## config.mk

```make
export PLATFORM = sky130hd
export DESIGN_NAME = apnt_fifo
export DESIGN_NICKNAME = d
export VERILOG_FILES = /design/src/hw/rtl/apnt_fifo.sv
export SDC_FILE = /design/constraint.sdc
export NUM_CORES = 1
export LEC_CHECK = 0
export ABC_AREA = 1
export BUFFER_PORTS_ARGS = -buffer_cell sky130_fd_sc_hd__buf_2
export CORE_MARGIN = 2
export CORE_UTILIZATION = 55
export CTS_CLUSTER_DIAMETER = 60
export DETAILED_ROUTE_END_ITERATION = 12
export PLACE_DENSITY = 0.76
export SLEW_MARGIN = 20
export SYNTH_ARGS = -nofsm -noshare
export SYNTH_HDL_FRONTEND = slang
export SYNTH_SLANG_ARGS = --single-unit
```

## constraint.sdc

```tcl
create_clock -name i_clk -period 6.2 [get_ports i_clk]
set_input_delay 0.93 -clock i_clk [delete_from_list [all_inputs] [get_ports i_clk]]
set_output_delay 0.93 -clock i_clk [all_outputs]
set_load 0.01 [all_outputs]
```

## src/hw/rtl/apnt_fifo.sv

```systemverilog
// ----------------------------------------------------------------------------
// apnt_fifo
// Short queue between the front stages and the result sequencer.
// ----------------------------------------------------------------------------
`default_nettype none

module apnt_fifo #(
    parameter int WIDTH      = 102,
    parameter int DEPTH_LOG2 = 3
) (
    input  wire logic                  i_clk,
    input  wire logic                  i_rst_n,
    input  wire logic                  i_push,
    input  wire logic [WIDTH-1:0]      i_data,
    input  wire logic                  i_pop,
    output logic [WIDTH-1:0]           o_data,
    output logic                       o_valid,
    output logic [DEPTH_LOG2:0]        o_count
);

    localparam int DEPTH = 1 << DEPTH_LOG2;

    logic [WIDTH-1:0]      r_mem [DEPTH];
    logic [DEPTH_LOG2-1:0] r_wptr;
    logic [DEPTH_LOG2-1:0] r_rptr;
    logic [DEPTH_LOG2:0]   r_count;

    always_ff @(posedge i_clk) begin
        if (i_push) begin
            r_mem[r_wptr] <= i_data;
        end
    end

    always_ff @(posedge i_clk) begin
        if (!i_rst_n) begin
            r_wptr  <= '0;
            r_rptr  <= '0;
            r_count <= '0;
        end else begin
            if (i_push) begin
                r_wptr <= r_wptr + 1'b1;
            end
            if (i_pop) begin
                r_rptr <= r_rptr + 1'b1;
            end
            r_count <= r_count + (DEPTH_LOG2+1)'(i_push) - (DEPTH_LOG2+1)'(i_pop);
        end
    end

    assign o_data  = r_mem[r_rptr];
    assign o_valid = (r_count != '0);
    assign o_count = r_count;

endmodule

`default_nettype wire

```

* Word level (Yosys, flattened, before mapping)
Memory sizes are Yosys's and may differ from the RTL's. A register that Yosys moved wholly into a read port is not among the register bits.
Index checks and enable logic that the tools add are counted.
** Cells by class
- $add $sub $neg :: 4
- Multiplexer cells :: 4
- Reduce and logical (&&, ||, !) cells :: 1
** Operators with widths (count)
- 3-bit by 1-bit adder with 3-bit output, second input constant :: 2
- 3-bit 2-to-1 mux :: 2
- 4-bit by 1-bit adder with 4-bit output :: 1
- 4-bit nonzero test :: 1
- 4-bit by 1-bit subtractor with 4-bit output :: 1
- 1-bit 2-to-1 mux :: 2
** Word-level totals
- Register bits after elaboration :: 10
- Bits in writable memories :: 816
- Bits of input ports :: 106
- Output and inout port bits :: 107
- Memories kept :: 1
** Memories
- r_mem :: words 8, width 102, rd ports 1, clocked after memory_dff 1, wr ports 1, RTL line 23 : logic [WIDTH-1:0] r_mem [DEPTH];

* Depth between registers and ports, before layout
- Word-level depth :: 3
- Gate-level depth with buffers :: 9

* Worst setup path before layout
Ideal clock, no wire load.
- Kind :: input port to flip-flop
- From :: input i_push
- To :: memory r_mem[0][0], enable pin
- Library setup time :: 0.564 ns
- Data arrival time :: 5.544 ns
- Data required time :: 5.636 ns
- Setup slack :: 0.092 ns
- Stages :: 3
- Path through :: inv_1 -> or2_2 -> nor2_1
** On the way
- Word-level cells in the longest chain between the ends :: 2
** RTL lines
- from (decl) :: RTL line 13 : input wire logic i_push,
- 1-bit 2-to-1 mux :: RTL line 29 : if (i_push) begin
- 1-bit 2-to-1 mux (implied by the code) :: RTL line 30 : r_mem[r_wptr] <= i_data;
- to (decl) :: RTL line 23
Every way passes these cells.

==> out/qor.txt <==
Layout Nets: 3883
Starting Density: 0.5567
number of CTS-inserted buffers: 83
row count: 93
post-route ant nets: 0
Tightest Hold Check Type: reg2reg
DRT iter0 DRCs: 1959
Pint: 9.493 mW
maxcap violations: 0
layout filler cell count: 4877
sequential power share: 0.511
detail-routed via count per cell: 4.969
root buffer cell: clkbuf_16
largest net degree at the start of global routing: 214
period utilization: 0.7017
Psw: 2.962 mW
setup violators final: 0
Hold Crit Start: r_wptr[0]
setup TNS: 0 ps
met3 WL: 6.164 mm
Comb power frac: 0.102
I/O Buffers: 212
Worst-Margin Slew: 1087 ps
GP Congestion: 0.7625
core area: 0.06446 mm²
Worst VDD drop: 0.2620 mV
met2 wire len: 36.98 mm
Syn Std Cell Area: 0.03589 mm²
clk sinks: 829
RSZ-0062 raised after global routing: false
largest cells by area after synthesis: edfxtp_1, nand2_1, inv_1
dpl cell area: 0.03775 mm²
die area: 0.06731 mm²
crit path capture type: primary output
Clock Tree Buf Depth: 3
critical path cell sequence: inv_8, buf_12, nand2_1, nand3_1, nand2_1, nand2_1, nand2_1, buf_2
most area-hungry cell type in the Yosys netlist: edfxtp_1
post-place setup slack: 2513 ps
min setup slack post-route: 1849 ps
DR top layer: met5
RR Startpoint: r_wptr[0]
Final Power: 12.45 mW
fin cells: 4697
CP required: 5270 ps
Hold Vio Cnt, Final: 0
WL/cell: 16.47 µm
P_leak: 18.65 nW
status: finished clean
antenna violations before repair: 19
final WL: 77.38 mm
CP max stage delay: 930 ps
number of hold buffers added after cts: 0
area occupied by multi-input gates: 0.007378 mm²
synthesized flop and latch total: 829
final cell utilization of the core: 0.6266
vias in the first global route: 22417
Clk pwr share: 0.387
skew final: 14.71 ps
Synth Warn #: 0
Tmin final: 4351 ps
TritonCTS clock tree: done
syn_nets: 3718
most frequent cells in the layout: nand2_1, inv_1, edfxtp_1
total area of sequential cells: 0.02478 mm²
crit path DAT: 3420 ps
# placed instances: 4539
worst setup path class: reg2out
total congestion overflow: 0
CP Launch Type: register
Peak Freq: 229.8 MHz
via count: 23339
first-pass GRT wire length: 119.8 mm
Synth cell types: 17
Sw Share: 0.2378
fraction of the yosys area taken by sequential cells: 0.6900
CTS resizes: 0
Clk pin slew, worst setup/hold paths: 60 ps
die height: 259.4 µm
Slowest-stage cell, CP: dfxtp_4
post-route cell area: 0.04039 mm²
H-Tree Depth: 3
Tot GR Track Use: 0.2302
P per Cell Area: 308.3 mW/mm²
number of top-level pins: 213
most common cell after layout, fill and taps aside: nand2_1
Clk Latency, worst-skew pair: 620 ps
Slew Viols, Final: 0
share of the synthesized area in the top cell type: 0.6827
Syn Inst Count: 3604
Avg Inst Size Synth: 9.958 µm²
area delta synth->final: 12.54%
layout cells sized above 1: 0.09658
Setup Fix Bufs, Post-CTS: 0
DRC errors left: 0
CP Max Fanout: 173
most used cell, CP: nand2_1
die width: 259.4 µm
relative slew slack: 0.2753
met1 WL: 31.97 mm
final hold slack: 509.9 ps
DRT Pass-1 Iters: 5
HPWL after detailed placement: 39.03 mm
==> final cells by class <==
| type | instances | area share |
|---|---|---|
| diodes | 11 | 0.0006815 |
| clock buffers | 104 | 0.05647 |
| clock inverters | 43 | 0.008271 |
| inverters | 833 | 0.07785 |
| multi-input cells | 1785 | 0.1827 |
| flip-flops and latches | 829 | 0.6134 |
| well taps | 855 | 0.02649 |
| repair buffers | 237 | 0.03420 |
==> path summary, 6_finish.rpt <==
kind	cells past startpoint	slack, ps	end
worst max-delay path	8	1850	o_data[32]
worst min-delay path	2	510	r_wptr[0]
worst max register to register	3	3690	r_mem[5][88]
worst min register to register	2	510	r_wptr[0]
==> state kept, by name, indices dropped and copies added, names as in the netlist, named ones only <==
signal,count
r_mem,816
o_count,4
r_rptr,3
r_wptr,3
==> critical path: cells and delay by family, from the launching register on <==
kind / cells / cell delay [ps]
buffers and inverters: 3 / 1140
AND/OR/NAND/NOR: 5 / 610
flip-flops: 1 / 930
==> Yosys cell counts, drive strengths merged <==
| master | number |
|---|---|
| a21oi | 6 |
| inv | 833 |
| xnor2 | 1 |
| fa | 1 |
| edfxtp | 816 |
| o21ai | 3 |
| xor2 | 1 |
| buf | 94 |
| nand2 | 1338 |
| clkbuf | 63 |
| ha | 7 |
| dfxtp | 13 |
| or2 | 2 |
| nand3 | 411 |
| nor2 | 15 |
==> routing by layer <==
metal	track usage	up-vias
li1	-	11528
met1	0.2994	10805
met2	0.3859	818
met3	0.04316	168
met4	0.08780	20
met5	0	-
==> power by group through the flow <==
stage               Combinational [mW]  Clock (mW)  Sequential (mW)
global route                      1.44        5.10             6.37
finish                            1.27        4.82             6.36
detailed placement                1.27           0             6.48
CTS                               1.28        4.87             6.36
global placement                  1.25           0             6.47
floorplan                        0.820           0             6.47
==> logic make-up after synthesis <==
logic type,count (synthesis),synth area share
xor gates and xnor gates,2,0.0004882
adders and majority gates,8,0.002998
buffers and inverters,990,0.1061
AOI/OAI and AO/OA,9,0.001255
and+or+nand+nor,1766,0.1992
DFF,829,0.6900
No activity file was read; power rests on OpenSTA's default activity.
